## config.mk

```make
export PLATFORM = sky130hd
export DESIGN_NAME = reel_position_controller_flat
export DESIGN_NICKNAME = d
export VERILOG_FILES = /design/src/sv/rpc_pkg.sv /design/src/sv/rpc_if.sv /design/src/sv/rpc_front.sv /design/src/sv/rpc_queue.sv /design/src/sv/rpc_exec.sv /design/src/sv/reel_position_controller.sv /design/src/flat_wrapper.sv
export SDC_FILE = /design/constraint.sdc
export NUM_CORES = 1
export LEC_CHECK = 0
export ABC_AREA = 1
export BUFFER_PORTS_ARGS = -buffer_cell sky130_fd_sc_hd__buf_4
export CORE_ASPECT_RATIO = 1.2
export CORE_MARGIN = 2
export CORE_UTILIZATION = 55
export CTS_BUF_LIST = sky130_fd_sc_hd__clkbuf_16
export DETAILED_ROUTE_END_ITERATION = 8
export HOLD_SLACK_MARGIN = 0.03
export PLACE_DENSITY_LB_ADDON = 0.08
export SLEW_MARGIN = 40
export SYNTH_ARGS = -nofsm -noshare
export SYNTH_HDL_FRONTEND = slang
export SYNTH_SLANG_ARGS = --single-unit
```

## constraint.sdc

```tcl
create_clock -name clk -period 6.5 [get_ports clk]
set_input_delay 0.325 -clock clk [delete_from_list [all_inputs] [get_ports clk]]
set_output_delay 0.325 -clock clk [all_outputs]
set_load 0.02 [all_outputs]
```

## src/sv/rpc_pkg.sv

```systemverilog
// rpc_pkg: shared types, codes and constants of the reel position controller
// no dependencies; used by the interfaces and every module of the block

package rpc_pkg;

    typedef logic signed [15:0] depth_t;
    typedef logic [15:0]        tick_t;

    // event kinds as they arrive on the request channel
    localparam logic [2:0] KIND_POLL  = 3'd0;
    localparam logic [2:0] KIND_CLICK = 3'd1;
    localparam logic [2:0] KIND_LIMIT = 3'd2;
    localparam logic [2:0] KIND_PWM   = 3'd3;
    localparam logic [2:0] KIND_START = 3'd4;

    // poll status codes
    localparam logic [2:0] STAT_IDLE    = 3'd0;
    localparam logic [2:0] STAT_DOWN    = 3'd1;
    localparam logic [2:0] STAT_UP      = 3'd2;
    localparam logic [2:0] STAT_TIMEOUT = 3'd3;
    localparam logic [2:0] STAT_LIMIT   = 3'd4;

    // motor drive and direction codes share one encoding
    localparam logic [1:0] MOVE_STOP = 2'd0;
    localparam logic [1:0] MOVE_DOWN = 2'd1;
    localparam logic [1:0] MOVE_UP   = 2'd2;

    // event codes
    localparam logic [1:0] EVT_NONE   = 2'd0;
    localparam logic [1:0] EVT_HOME   = 2'd1;
    localparam logic [1:0] EVT_LIMERR = 2'd2;
    localparam logic [1:0] EVT_OOB    = 2'd3;

    // configuration register indexes
    localparam int unsigned     CFG_INDEX_W = 3;
    localparam logic [2:0] REG_TIMEOUT_INNER = 3'd0;
    localparam logic [2:0] REG_TIMEOUT_OUTER = 3'd1;
    localparam logic [2:0] REG_MAX_DEPTH     = 3'd2;
    localparam logic [2:0] REG_MIN_DEPTH     = 3'd3;
    localparam logic [2:0] REG_LIMIT_WINDOW  = 3'd4;
    localparam logic [2:0] REG_PWM_NEUTRAL   = 3'd5;

    // configuration reset values
    localparam logic [15:0] RST_TIMEOUT_INNER = 16'd1000;
    localparam logic [15:0] RST_TIMEOUT_OUTER = 16'd100;
    localparam logic [14:0] RST_MAX_DEPTH     = 15'd10000;
    localparam depth_t      RST_MIN_DEPTH     = 16'sd0;
    localparam logic [14:0] RST_LIMIT_WINDOW  = 15'd50;
    localparam logic [15:0] RST_PWM_NEUTRAL   = 16'd3000;

    // depth that a pwm-forced pull-up heads for
    localparam depth_t PULLUP_TARGET = -16'sd10;

    // decoded operation handed from front to back
    typedef enum logic [2:0] {
        OP_NONE,
        OP_POLL,
        OP_CLICK,
        OP_LIMIT,
        OP_PWM,
        OP_START
    } op_t;

    typedef struct packed {
        op_t    op;
        depth_t target;
        logic   released;
        logic   rising;
        tick_t  timer;
    } cmd_t;

    typedef struct packed {
        logic full;
        logic empty;
    } q_status_t;

    typedef struct packed {
        logic [15:0] timeout_inner;
        logic [15:0] timeout_outer;
        logic [14:0] max_depth;
        depth_t      min_depth;
        logic [14:0] limit_window;
        logic [15:0] pwm_neutral;
    } cfg_t;

    typedef struct packed {
        logic [2:0] poll_status;
        logic [1:0] motor_drive;
        depth_t     depth;
        logic [1:0] direction;
        logic       stop_flag;
        logic [1:0] event_code;
        logic       pullup_active;
        depth_t     held_target;
        tick_t      pulse_width;
    } result_t;

endpackage

```

## src/sv/rpc_if.sv

```systemverilog
// rpc_if: valid/ready channel interfaces for events, results and config writes
// depends on rpc_pkg

interface rpc_evt_if;
    import rpc_pkg::*;
    logic       valid;
    logic       ready;
    logic [2:0] kind;
    depth_t     target_depth;
    logic       limit_level;
    logic       pwm_level;
    tick_t      timer_value;

    modport source (output valid, kind, target_depth, limit_level, pwm_level, timer_value,
                    input ready);
    modport sink   (input valid, kind, target_depth, limit_level, pwm_level, timer_value,
                    output ready);
endinterface

interface rpc_res_if;
    import rpc_pkg::*;
    logic       valid;
    logic       ready;
    logic [2:0] poll_status;
    logic [1:0] motor_drive;
    depth_t     depth;
    logic [1:0] direction;
    logic       stop_flag;
    logic [1:0] event_code;
    logic       pullup_active;
    depth_t     held_target;
    tick_t      pulse_width;

    modport source (output valid, poll_status, motor_drive, depth, direction, stop_flag,
                    event_code, pullup_active, held_target, pulse_width,
                    input ready);
    modport sink   (input valid, poll_status, motor_drive, depth, direction, stop_flag,
                    event_code, pullup_active, held_target, pulse_width,
                    output ready);
endinterface

interface rpc_cfg_if;
    import rpc_pkg::*;
    logic                   valid;
    logic                   ready;
    logic [CFG_INDEX_W-1:0] index;
    logic [15:0]            data;

    modport source (output valid, index, data, input ready);
    modport sink   (input valid, index, data, output ready);
endinterface

```

## src/sv/rpc_front.sv

```systemverilog
// rpc_front: accepts event requests and decodes them into queue commands
// depends on rpc_pkg and rpc_if

module rpc_front (
    rpc_evt_if.sink           evt,
    input  rpc_pkg::q_status_t q_status,
    output logic              push,
    output rpc_pkg::cmd_t     cmd
);
    import rpc_pkg::*;

    assign evt.ready = !q_status.full;
    assign push      = evt.valid && !q_status.full;

    always_comb
    begin
        cmd.target   = evt.target_depth;
        cmd.released = evt.limit_level;
        cmd.rising   = evt.pwm_level;
        cmd.timer    = evt.timer_value;
        case (evt.kind)
            KIND_POLL:  cmd.op = OP_POLL;
            KIND_CLICK: cmd.op = OP_CLICK;
            KIND_LIMIT: cmd.op = OP_LIMIT;
            KIND_PWM:   cmd.op = OP_PWM;
            KIND_START: cmd.op = OP_START;
            default:    cmd.op = OP_NONE;
        endcase
    end

endmodule

```

## src/sv/rpc_queue.sv

```systemverilog
// rpc_queue: two-entry command queue between front and back
// depends on rpc_pkg

module rpc_queue (
    input  logic               clk,
    input  logic               rst_n,
    input  logic               push,
    input  rpc_pkg::cmd_t      push_cmd,
    input  logic               pop,
    output rpc_pkg::cmd_t      head_cmd,
    output rpc_pkg::q_status_t status
);
    import rpc_pkg::*;

    cmd_t       mem [2];
    logic       wr_ptr_reg, wr_ptr_next;
    logic       rd_ptr_reg, rd_ptr_next;
    logic [1:0] count_reg, count_next;

    always_ff @(posedge clk)
    begin
        if (push)
        begin
            mem[wr_ptr_reg] <= push_cmd;
        end
    end

    assign head_cmd     = mem[rd_ptr_reg];
    assign status.full  = (count_reg == 2'd2);
    assign status.empty = (count_reg == 2'd0);

    always_comb
    begin
        wr_ptr_next = push ? !wr_ptr_reg : wr_ptr_reg;
        rd_ptr_next = pop ? !rd_ptr_reg : rd_ptr_reg;
        count_next  = count_reg;
        if (push && !pop)
        begin
            count_next = count_reg + 2'd1;
        end
        else if (pop && !push)
        begin
            count_next = count_reg - 2'd1;
        end
    end

    always_ff @(posedge clk or negedge rst_n)
    begin
        if (!rst_n)
        begin
            wr_ptr_reg <= 1'b0;
            rd_ptr_reg <= 1'b0;
            count_reg  <= 2'd0;
        end
        else
        begin
            wr_ptr_reg <= wr_ptr_next;
            rd_ptr_reg <= rd_ptr_next;
            count_reg  <= count_next;
        end
    end

endmodule

```

## src/sv/rpc_exec.sv

```systemverilog
// rpc_exec: back end; unless a held result stalls it, applies one command
// per cycle to the state, result in an output register; uses rpc_pkg, rpc_if

module rpc_exec (
    input  logic               clk,
    input  logic               rst_n,
    input  rpc_pkg::cfg_t      cfg,
    input  rpc_pkg::cmd_t      cmd,
    input  rpc_pkg::q_status_t q_status,
    output logic               pop,
    rpc_res_if.source          res
);
    import rpc_pkg::*;

    depth_t     depth_reg, depth_next;
    logic [1:0] dir_reg, dir_next;
    logic       running_reg, running_next;
    logic       stop_reg, stop_next;
    logic       pullup_reg, pullup_next;
    logic [1:0] event_reg, event_next;
    depth_t     hold_reg, hold_next;
    tick_t      rise_reg, rise_next;
    tick_t      width_reg, width_next;
    tick_t      tlow_reg, tlow_next;
    tick_t      thigh_reg, thigh_next;
    logic [1:0] motor_reg, motor_next;
    logic [2:0] status_next;
    logic       out_valid_reg;
    result_t    out_reg;

    assign pop = !q_status.empty && (!out_valid_reg || res.ready);

    always_comb
    begin
        tick_t tl_inc;
        depth_t d;
        depth_next   = depth_reg;
        dir_next     = dir_reg;
        running_next = running_reg;
        stop_next    = stop_reg;
        pullup_next  = pullup_reg;
        event_next   = event_reg;
        hold_next    = hold_reg;
        rise_next    = rise_reg;
        width_next   = width_reg;
        tlow_next    = tlow_reg;
        thigh_next   = thigh_reg;
        motor_next   = motor_reg;
        status_next  = STAT_IDLE;
        tl_inc       = tlow_reg + 16'd1;
        d            = depth_reg;

        case (cmd.op)
            OP_POLL:
            begin
                tlow_next = tl_inc;
                if (tl_inc > cfg.timeout_inner)
                begin
                    tlow_next  = 16'd0;
                    thigh_next = thigh_reg + 16'd1;
                end
                if (thigh_next > cfg.timeout_outer)
                begin
                    stop_next   = 1'b1;
                    status_next = STAT_TIMEOUT;
                end
                else if ((depth_reg != cmd.target) && cmd.released)
                begin
                    if (depth_reg > cmd.target)
                    begin
                        dir_next    = MOVE_DOWN;
                        motor_next  = MOVE_DOWN;
                        status_next = STAT_DOWN;
                    end
                    else
                    begin
                        dir_next    = MOVE_UP;
                        motor_next  = MOVE_UP;
                        status_next = STAT_UP;
                    end
                end
                else
                begin
                    dir_next     = MOVE_STOP;
                    running_next = 1'b0;
                    motor_next   = MOVE_STOP;
                    stop_next    = 1'b1;
                    if (!cmd.released)
                    begin
                        event_next  = EVT_LIMERR;
                        status_next = STAT_LIMIT;
                    end
                end
            end
            OP_CLICK:
            begin
                if (running_reg && dir_reg == MOVE_UP)
                begin
                    d = depth_reg + 16'sd1;
                end
                else if (running_reg && dir_reg == MOVE_DOWN)
                begin
                    d = depth_reg - 16'sd1;
                end
                if ($signed({d[15], d}) > $signed({2'b00, cfg.max_depth}))
                begin
                    stop_next    = 1'b1;
                    running_next = 1'b0;
                    event_next   = EVT_OOB;
                end
                depth_next = (d < cfg.min_depth) ? 16'sd0 : d;
                tlow_next  = 16'd0;
                thigh_next = 16'd0;
            end
            OP_LIMIT:
            begin
                running_next = 1'b0;
                stop_next    = 1'b1;
                if (dir_reg == MOVE_UP && running_reg &&
                    $signed({depth_reg[15], depth_reg}) < $signed({2'b00, cfg.limit_window}))
                begin
                    // homed while reeling up
                    depth_next = 16'sd0;
                    dir_next   = MOVE_STOP;
                    event_next = pullup_reg ? EVT_NONE : EVT_HOME;
                end
                else
                begin
                    event_next = EVT_LIMERR;
                end
            end
            OP_PWM:
            begin
                if (cmd.rising)
                begin
                    rise_next = cmd.timer;
                end
                else
                begin
                    width_next = cmd.timer - rise_reg;
                end
                if (width_next < cfg.pwm_neutral)
                begin
                    hold_next    = PULLUP_TARGET;
                    running_next = 1'b1;
                    dir_next     = MOVE_DOWN;
                    stop_next    = 1'b0;
                    pullup_next  = 1'b1;
                    tlow_next    = 16'd0;
                    thigh_next   = 16'd0;
                end
                else if (pullup_reg)
                begin
                    running_next = 1'b0;
                    event_next   = EVT_NONE;
                    hold_next    = depth_reg;
                    stop_next    = 1'b1;
                    pullup_next  = 1'b0;
                end
            end
            OP_START:
            begin
                running_next = 1'b1;
                stop_next    = 1'b0;
                tlow_next    = 16'd0;
                thigh_next   = 16'd0;
                event_next   = EVT_NONE;
            end
            default:
            begin
            end
        endcase
    end

    always_ff @(posedge clk or negedge rst_n)
    begin
        if (!rst_n)
        begin
            depth_reg     <= 16'sd0;
            dir_reg       <= MOVE_STOP;
            running_reg   <= 1'b0;
            stop_reg      <= 1'b1;
            pullup_reg    <= 1'b0;
            event_reg     <= EVT_NONE;
            hold_reg      <= 16'sd0;
            rise_reg      <= 16'd0;
            width_reg     <= 16'd0;
            tlow_reg      <= 16'd0;
            thigh_reg     <= 16'd0;
            motor_reg     <= MOVE_STOP;
            out_valid_reg <= 1'b0;
        end
        else
        begin
            if (pop)
            begin
                depth_reg   <= depth_next;
                dir_reg     <= dir_next;
                running_reg <= running_next;
                stop_reg    <= stop_next;
                pullup_reg  <= pullup_next;
                event_reg   <= event_next;
                hold_reg    <= hold_next;
                rise_reg    <= rise_next;
                width_reg   <= width_next;
                tlow_reg    <= tlow_next;
                thigh_reg   <= thigh_next;
                motor_reg   <= motor_next;
            end
            if (pop)
            begin
                out_valid_reg <= 1'b1;
            end
            else if (res.ready)
            begin
                out_valid_reg <= 1'b0;
            end
        end
    end

    always_ff @(posedge clk)
    begin
        if (pop)
        begin
            out_reg.poll_status   <= status_next;
            out_reg.motor_drive   <= motor_next;
            out_reg.depth         <= depth_next;
            out_reg.direction     <= dir_next;
            out_reg.stop_flag     <= stop_next;
            out_reg.event_code    <= event_next;
            out_reg.pullup_active <= pullup_next;
            out_reg.held_target   <= hold_next;
            out_reg.pulse_width   <= width_next;
        end
    end

    assign res.valid         = out_valid_reg;
    assign res.poll_status   = out_reg.poll_status;
    assign res.motor_drive   = out_reg.motor_drive;
    assign res.depth         = out_reg.depth;
    assign res.direction     = out_reg.direction;
    assign res.stop_flag     = out_reg.stop_flag;
    assign res.event_code    = out_reg.event_code;
    assign res.pullup_active = out_reg.pullup_active;
    assign res.held_target   = out_reg.held_target;
    assign res.pulse_width   = out_reg.pulse_width;

endmodule

```

## src/sv/reel_position_controller.sv

```systemverilog
// reel_position_controller: top level; config registers, front decode,
// command queue and back-end executor; depends on rpc_pkg, rpc_if and submodules
// path: a request is written into the queue, then into rpc_exec's result register
// throughput: one request per cycle unless held results stall the back end
// stalls: a held result stops the back end, the queue fills and then drops evt.ready
// reset: state to its idle values with the stop flag set, config to defaults

module reel_position_controller (
    input  logic      clk,
    input  logic      rst_n,
    rpc_evt_if.sink   evt,
    rpc_res_if.source res,
    rpc_cfg_if.sink   cfg
);
    import rpc_pkg::*;

    // configuration registers
    cfg_t      cfg_reg;

    // front to queue
    logic      push;
    cmd_t      push_cmd;

    // queue to back end
    cmd_t      head_cmd;
    q_status_t q_status;
    logic      pop;

    // config writes are always taken; indexes past the list are dropped
    assign cfg.ready = 1'b1;

    always_ff @(posedge clk or negedge rst_n)
    begin
        if (!rst_n)
        begin
            cfg_reg.timeout_inner <= RST_TIMEOUT_INNER;
            cfg_reg.timeout_outer <= RST_TIMEOUT_OUTER;
            cfg_reg.max_depth     <= RST_MAX_DEPTH;
            cfg_reg.min_depth     <= RST_MIN_DEPTH;
            cfg_reg.limit_window  <= RST_LIMIT_WINDOW;
            cfg_reg.pwm_neutral   <= RST_PWM_NEUTRAL;
        end
        else if (cfg.valid)
        begin
            case (cfg.index)
                REG_TIMEOUT_INNER: cfg_reg.timeout_inner <= cfg.data;
                REG_TIMEOUT_OUTER: cfg_reg.timeout_outer <= cfg.data;
                REG_MAX_DEPTH:     cfg_reg.max_depth     <= cfg.data[14:0];
                REG_MIN_DEPTH:     cfg_reg.min_depth     <= cfg.data;
                REG_LIMIT_WINDOW:  cfg_reg.limit_window  <= cfg.data[14:0];
                REG_PWM_NEUTRAL:   cfg_reg.pwm_neutral   <= cfg.data;
                default:
                begin
                end
            endcase
        end
    end

    // front: accept and decode event kind
    rpc_front u_front (
        .evt      (evt),
        .q_status (q_status),
        .push     (push),
        .cmd      (push_cmd)
    );

    // two-entry queue so the back end can stall without blocking the front
    rpc_queue u_queue (
        .clk      (clk),
        .rst_n    (rst_n),
        .push     (push),
        .push_cmd (push_cmd),
        .pop      (pop),
        .head_cmd (head_cmd),
        .status   (q_status)
    );

    // back end: state update and registered result
    rpc_exec u_exec (
        .clk      (clk),
        .rst_n    (rst_n),
        .cfg      (cfg_reg),
        .cmd      (head_cmd),
        .q_status (q_status),
        .pop      (pop),
        .res      (res)
    );

    // the back end only takes commands that are in the queue
    assert property (@(posedge clk) disable iff (!rst_n) pop |-> !q_status.empty)
        else $error("pop from empty queue");

    // a popped command shows up as a result on the next cycle
    assert property (@(posedge clk) disable iff (!rst_n) pop |=> res.valid)
        else $error("popped command produced no result");

    // a timed-out poll always reports the stop flag
    assert property (@(posedge clk) disable iff (!rst_n)
        (res.valid && res.poll_status == STAT_TIMEOUT) |-> res.stop_flag)
        else $error("timeout without stop flag");

endmodule

```

## src/flat_wrapper.sv

```systemverilog
// flat-port wrapper written by rule: the top's interface ports become plain ports
module reel_position_controller_flat import rpc_pkg::*;
  (clk, rst_n, evt_valid, evt_kind, evt_target_depth, evt_limit_level, evt_pwm_level, evt_timer_value, evt_ready, res_valid, res_poll_status, res_motor_drive, res_depth, res_direction, res_stop_flag, res_event_code, res_pullup_active, res_held_target, res_pulse_width, res_ready, cfg_valid, cfg_index, cfg_data, cfg_ready);
  rpc_evt_if evt_i ();
  rpc_res_if res_i ();
  rpc_cfg_if cfg_i ();
  input  logic clk;
  input  logic rst_n;
  input wire logic [$bits(evt_i.valid)-1:0] evt_valid;
  input wire logic [$bits(evt_i.kind)-1:0] evt_kind;
  input wire logic [$bits(evt_i.target_depth)-1:0] evt_target_depth;
  input wire logic [$bits(evt_i.limit_level)-1:0] evt_limit_level;
  input wire logic [$bits(evt_i.pwm_level)-1:0] evt_pwm_level;
  input wire logic [$bits(evt_i.timer_value)-1:0] evt_timer_value;
  output wire logic [$bits(evt_i.ready)-1:0] evt_ready;
  output wire logic [$bits(res_i.valid)-1:0] res_valid;
  output wire logic [$bits(res_i.poll_status)-1:0] res_poll_status;
  output wire logic [$bits(res_i.motor_drive)-1:0] res_motor_drive;
  output wire logic [$bits(res_i.depth)-1:0] res_depth;
  output wire logic [$bits(res_i.direction)-1:0] res_direction;
  output wire logic [$bits(res_i.stop_flag)-1:0] res_stop_flag;
  output wire logic [$bits(res_i.event_code)-1:0] res_event_code;
  output wire logic [$bits(res_i.pullup_active)-1:0] res_pullup_active;
  output wire logic [$bits(res_i.held_target)-1:0] res_held_target;
  output wire logic [$bits(res_i.pulse_width)-1:0] res_pulse_width;
  input wire logic [$bits(res_i.ready)-1:0] res_ready;
  input wire logic [$bits(cfg_i.valid)-1:0] cfg_valid;
  input wire logic [$bits(cfg_i.index)-1:0] cfg_index;
  input wire logic [$bits(cfg_i.data)-1:0] cfg_data;
  output wire logic [$bits(cfg_i.ready)-1:0] cfg_ready;
  assign evt_i.valid = evt_valid;
  assign evt_i.kind = evt_kind;
  assign evt_i.target_depth = evt_target_depth;
  assign evt_i.limit_level = evt_limit_level;
  assign evt_i.pwm_level = evt_pwm_level;
  assign evt_i.timer_value = evt_timer_value;
  assign evt_ready = evt_i.ready;
  assign res_valid = res_i.valid;
  assign res_poll_status = res_i.poll_status;
  assign res_motor_drive = res_i.motor_drive;
  assign res_depth = res_i.depth;
  assign res_direction = res_i.direction;
  assign res_stop_flag = res_i.stop_flag;
  assign res_event_code = res_i.event_code;
  assign res_pullup_active = res_i.pullup_active;
  assign res_held_target = res_i.held_target;
  assign res_pulse_width = res_i.pulse_width;
  assign res_i.ready = res_ready;
  assign cfg_i.valid = cfg_valid;
  assign cfg_i.index = cfg_index;
  assign cfg_i.data = cfg_data;
  assign cfg_ready = cfg_i.ready;
  reel_position_controller u_core (.clk(clk), .rst_n(rst_n), .evt(evt_i), .res(res_i), .cfg(cfg_i));
endmodule
```

-- Yosys cells after proc, flatten, opt, wreduce, memory -nomap -nowiden
Memory sizes are Yosys's and may differ from the RTL's.
Index checks and enable logic that the tools add are counted.
- register bits: 263
- RAM bits: 74
- logic and storage cells: 165
- memories: 1
- memory list (memory ; words ; bits a word ; read ports ; clocked after Yosys merged registers in ; write ports ; line ; text):
    u_core.u_queue.mem ; 2 ; 37 ; 1 ; 0 ; 1 ; rpc_queue.sv:15 ; cmd_t mem [2];
- $add $sub $neg: 7
- order comparisons: 7
- equal/unequal tests: 23
- mux-type cells: 60
- bitwise logic cells: 1
- reduce and logical (&&, ||, !) cells: 34
- operator list (operator ; count):
    $mux 16 ; 15
    $pmux 16 s3 ; 2
    $gt 16x16->1 ; 4
    $lt 16x16->1 ; 3
    $mux 2 ; 18
    $add 16x1->16 const B ; 2
    $pmux 16 s2 ; 1
    $eq 3x2->1 const B ; 6
    $mux 1 ; 17
    $add 16x2->16 const B ; 1
    $ne 16x16->1 ; 1
    $sub 16x16->16 ; 1
    $sub 16x2->16 const B ; 1
    $eq 3x3->1 const B ; 5
    $pmux 3 s5 ; 1
    $reduce_and 2->1 ; 6
    $pmux 1 s5 ; 2
    $pmux 2 s5 ; 1
    $eq 3x1->1 const B ; 3
    $logic_and 1x1->1 ; 8
    $ne 2x2->1 const B ; 4
    $logic_not 1->1 ; 7
    $logic_not 3->1 ; 2
    $mux 3 ; 2
    other kinds (15) ; 19

-- Depth between registers and ports, before layout
- depth in word-level cells: 8
- gate-level depth with buffers: 34

-- Hierarchy
A second synthesis with hierarchy kept.
- cells, all modules: 2299
- area total of the unflattened synthesis: 19427.4 µm²
- modules (own cells, without submodules) (module ; instances ; cells an instance ; area each (µm²) ; seq. area each (µm²)):
    rpc_exec ; 1 ; 1694 ; 12443.2 ; 4425.5
    reel_position_controller ; 1 ; 419 ; 3719.8 ; 2382.3
    rpc_queue ; 1 ; 140 ; 2959.1 ; 2322.2
    rpc_front ; 1 ; 46 ; 305.3 ; 0.0

-- Least setup slack after synthesis
Ideal clock, no wire load.
- path type: reg-to-reg
- start: register u_core.u_exec.tlow_reg[0]
- end: register, netlist name u_core.u_exec.res.direction[1]
- data arrival time: 4.517 ns
- slack: 1.728 ns
- stages on the path, launching flop included: 31
- period minus slack after synthesis: 4.772 ns
- cells stage by stage: dfrtp_1 ha_1 nand3_1 nand3b_1 nor3_1 nand2_1 nor2_1 nand3_1 nor2_1 xor2_1 ha_1 nand4_1 nor3_1 nand4_1 or2_2 nand2_1 clkbuf_1 nand2_1 nand2_1 inv_1 ha_1 nand2_1 nor4b_1 nand4_1 nand2_1 nand2_1 nand2_1 inv_1 nand2_1 nand2_1 and2_1
- cells in the longest elaborated chain, start to end: 7
- ends and longest elaborated chain (element ; line ; text):
    start, declared ; rpc_exec.sv:24 ; tick_t tlow_reg, tlow_next;
    start signal, assigned ; rpc_exec.sv:206 ; tlow_reg <= tlow_next;
    $add 16x1->16 ; rpc_exec.sv:50 ; tl_inc = tlow_reg + 16'd1;
    $gt 16x16->1 ; rpc_exec.sv:57 ; if (tl_inc > cfg.timeout_inner)
    $mux 16 ; rpc_exec.sv:57 ;
    $mux 16 ; rpc_exec.sv:53 ; case (cmd.op)
    $gt 16x16->1 ; rpc_exec.sv:62 ; if (thigh_next > cfg.timeout_outer)
    $mux 2 ; rpc_exec.sv:62 ;
    $pmux 2 s3 ; rpc_exec.sv:53 ;
    named net u_core.u_exec.dir_next[1] ; rpc_exec.sv:16 ; logic [1:0] dir_reg, dir_next;
The timed path passes the listed nets, and every way through them passes these cells. The select of a mux whose other input is x is not followed.
A chain may end at the register's enable or synchronous reset.

-- Worst setup path in the final report
- start: register u_core.u_exec.tlow_reg[0]
- end: register, netlist name u_core.u_exec.res.direction[1]
- cells in the longest elaborated chain, start to end: 7
- ends and longest elaborated chain (element ; line):
    $add 16x1->16 ; rpc_exec.sv:50
    $gt 16x16->1 ; rpc_exec.sv:57
    $mux 16 ; rpc_exec.sv:57
    $mux 16 ; rpc_exec.sv:53
    $gt 16x16->1 ; rpc_exec.sv:62
    $mux 2 ; rpc_exec.sv:62
    $pmux 2 s3 ; rpc_exec.sv:53
    named net u_core.u_exec.dir_next[1] ; rpc_exec.sv:16
The timed path passes the listed nets, and every way through them passes these cells. The select of a mux whose other input is x is not followed.

==> flow_metrics.py <==
metrics = {
    "synth": {
        "synth.top_cells.by_area": "dfrtp_1 (24%), edfxtp_1 (21%), nand2_1 (13%), ha_1 (8.5%), inv_1 (6.2%)",
        "synth_ff_type": "dfrtp_1",
        "yosysTopAreaCell": "dfrtp_1",
        "synth_area_per_cell_sq_um": 8.329,
        "syn_nets": 2444,
        "synthArstFlopShare_pct": 60.53,
        "synth_cells": 2255,
        "synth_edf_count": 133,
        "synth_warnings": 0,
        "ys_seq_area_share_pct": 48.61,
        "synth_commonest_cells": "nand2_1 (667), inv_1 (309), o21ai_0 (218), dfrtp_1 (179), edfxtp_1 (133)",
        "synth_top_area_share_pct": 23.85,
        "yosysUniqueCellTypes": 53,
        "syn_area_sq_um": 18780,
        "synth-seq-cells": 337,
        "yosysMostFrequentCell": "nand2_1",
    },
    "timing": {
        "report.final.slew_viol_count": 0,
        "max_slew_margin_pct": 50.28,
        "finalHoldViolCount": 0,
        "worstMarginPinSlew_ns": 0.7437,
        "fmax_ghz": 0.1753,
        "finalWorstSetupSlack_ns": 0.7964,
        "period_needed_ns": 5.704,
        "final.setup.tns_ns": 0,
        "timing.final.crit_share_pct": 87.75,
        "rsz0062_at_grt": "false",
        "finClkSkew_ns": 0.02191,
        "hold_ws_ns": 0.1178,
        "setup_viol": 0,
    },
    "final_layout": {
        "fillers": 2909,
        "nets": 2570,
        "drive_gt1_share_pct": 10.39,
        "multi_input_area_sq_um": 8087,
        "layoutNonFillerInstCount": 2863,
        "n_antenna_cell": 0,
        "final_core_util_pct": 63.61,
        "regArea_sq_um": 9131,
        "postLayoutCellArea_sq_um": 21560,
        "largest_register_ffs": 94,
        "syn2layout_area_growth_pct": 14.77,
    },
    "global_routing": {
        "grtUsageTotal_pct": 25.54,
        "grt_pass1_wl_mm": 73.07,
        "grt_overflow_total": 0,
        "antenna_found_initial": 0,
        "grt_pass1_vias": 14060,
        "grt_max_degree": 77,
    },
    "die": {
        "die_h_um": 206.4,
        "fp-row-count": 74,
        "dieArea_sq_um": 35650,
        "io-pin-count": 123,
        "die_w_um": 172.7,
        "start_util_pct": 55.42,
        "core_region_area_sq_um": 33890,
    },
    "cts": {
        "htree_levels": 2,
        "clk_path_buf_depth": 3,
        "clock-sinks": 337,
        "cts_root_buf": "clkbuf_16",
        "clk_latency_ns": 0.53,
        "cts_buffers": 37,
        "clkTransAtPathRegs_ns": 0.06,
        "cts_tree": "done",
    },
    "route": {
        "dr.pass1.iters": 5,
        "wl_met2_mm": 21.39,
        "wl_per_cell_um": 15.79,
        "met3_length_mm": 2.410,
        "drt_iter0_markers": 1050,
        "antenna_left": 0,
        "vias": 15000,
        "vias_per_cell": 5.240,
        "drt-total-wl_mm": 45.22,
        "top_layer_used": "met4",
        "drc_errors": 0,
        "wl_met1_mm": 20.29,
    },
    "setup_path": {
        "arrival_ns": 5.99,
        "max_stage_delay_ns": 0.50,
        "worstPathRequired_ns": 6.78,
        "slowest_stage": "nand2_1",
        "start_kind": "flop",
        "end_kind": "flop",
        "crit_top_cell": "nand2_1",
        "path_class": "reg -> reg",
        "critPathMaxFanout": 17,
    },
    "power": {
        "p_per_area_nw_per_um2": 480.7,
        "clkPwrFrac_pct": 18.8,
        "netSwitchingFraction_pct": 43.24,
        "p_sw_mw": 4.481,
        "p_comb_share_pct": 47.6,
        "finalPower_mw": 10.36,
        "max-vdd-ir-drop_v": 0.0003771,
        "pwr-share-seq_pct": 33.6,
        "p_int_mw": 5.881,
        "p_leak_nw": 10.73,
    },
    "run_status": {
        "status": "finished, final reports clean",
    },
    "flow_run": {
        "maxCapViolCount": 0,
    },
    "placed_design": {
        "port_buffers": 121,
        "dp.cells": 2761,
        "hpwl_mm": 31.96,
        "pre_cts_ws_ns": 0.8373,
        "placed_area_sq_um": 20090,
        "gp_congestion": 0.8990,
    },
    "worst_hold_path": {
        "hp-class": "in -> reg",
    },
}
-- cell usage in the layout (no fill, tap or decap), types with 25 or more instances in the layout --
master and n:
nand2_1 663, inv_1 323, o21ai_0 218, dfrtp_1 178, edfxtp_1 133, buf_4 130
ha_1 127, nor2_1 104, nand3_1 93, a21oi_1 78, xor2_1 39, o21ai_1 39
clkbuf_16 37, dlygate4sd3_1 36, nor3_1 25, dfstp_2 25
-- routing by layer --
layer  vias to the layer above  global-route usage (%)
li1                       7540                       -
met1                      6944                   34.43
met2                       437                   43.14
met3                        80                   3.606
met4                         0                   7.778
met5                         -                       0
-- cell families after synthesis --
family,after synthesis,synth area share (%)
adder cells (fa/ha/maj),128,8.567
buffers and inverters,406,8.580
AO/OA/AOI/OAI,368,10.27
AND/OR/NAND/NOR,945,20.58
XOR/XNOR,53,2.472
other,1,0.01997
multiplexers,17,0.9060
flip-flops,337,48.61
-- power by group through the flow --
stage,Combinational (mW),Clock [mW],Sequential (mW)
after floorplan,3.45,0,3.53
after global placement,4.74,0,3.49
after detailed placement,4.90,0,3.50
after CTS,4.95,1.99,3.47
after global routing,5.65,2.07,3.55
final,4.94,1.95,3.48
-- worst max-delay path: cells and delay by family, from the launching register on --
kind	cells	cell delay, ns
DFF	1	0.43
xor gates and xnor gates	1	0.11
and+or+nand+nor	23	3.99
buffers and inverters	2	0.10
adders and majority gates	3	0.82
-- path summary, 6_finish.rpt --
path,start,to,slack (ns),depth (start not counted)
max,u_core.u_exec.tlow_reg[0],u_core.u_exec.res.direction[1],0.80,29
min,evt_kind[0],u_core.u_queue.mem[1][34],0.12,2
min in group asynchronous,rst_n,u_core.cfg_reg[35],0.40,2
max in group asynchronous,rst_n,u_core.u_exec.thigh_reg[10],5.00,3
min reg2reg,u_core.u_queue.count_reg[0],u_core.u_queue.count_reg[0],0.47,1
max reg2reg,u_core.u_exec.tlow_reg[0],u_core.u_exec.res.direction[1],0.80,29
-- cell type report --
cell class	instances	area share [%]
inverter	320	5.572
sequential	337	42.36
timing repair buffer	173	6.820
clock inverter	28	0.7894
multi-input combinational	1512	37.51
clock buffer	37	4.295
tap	456	2.647
-- timing repair --
| action | 4_1_cts | 5_1_grt |
|---|---|---|
| endpoints found under the hold margin | 132 | 0 |
| hold buffers | 36 | 0 |
| gates resized for setup | 0 | 0 |
| setup buffers | 0 | 0 |
(Power assumes the default switching activity.)
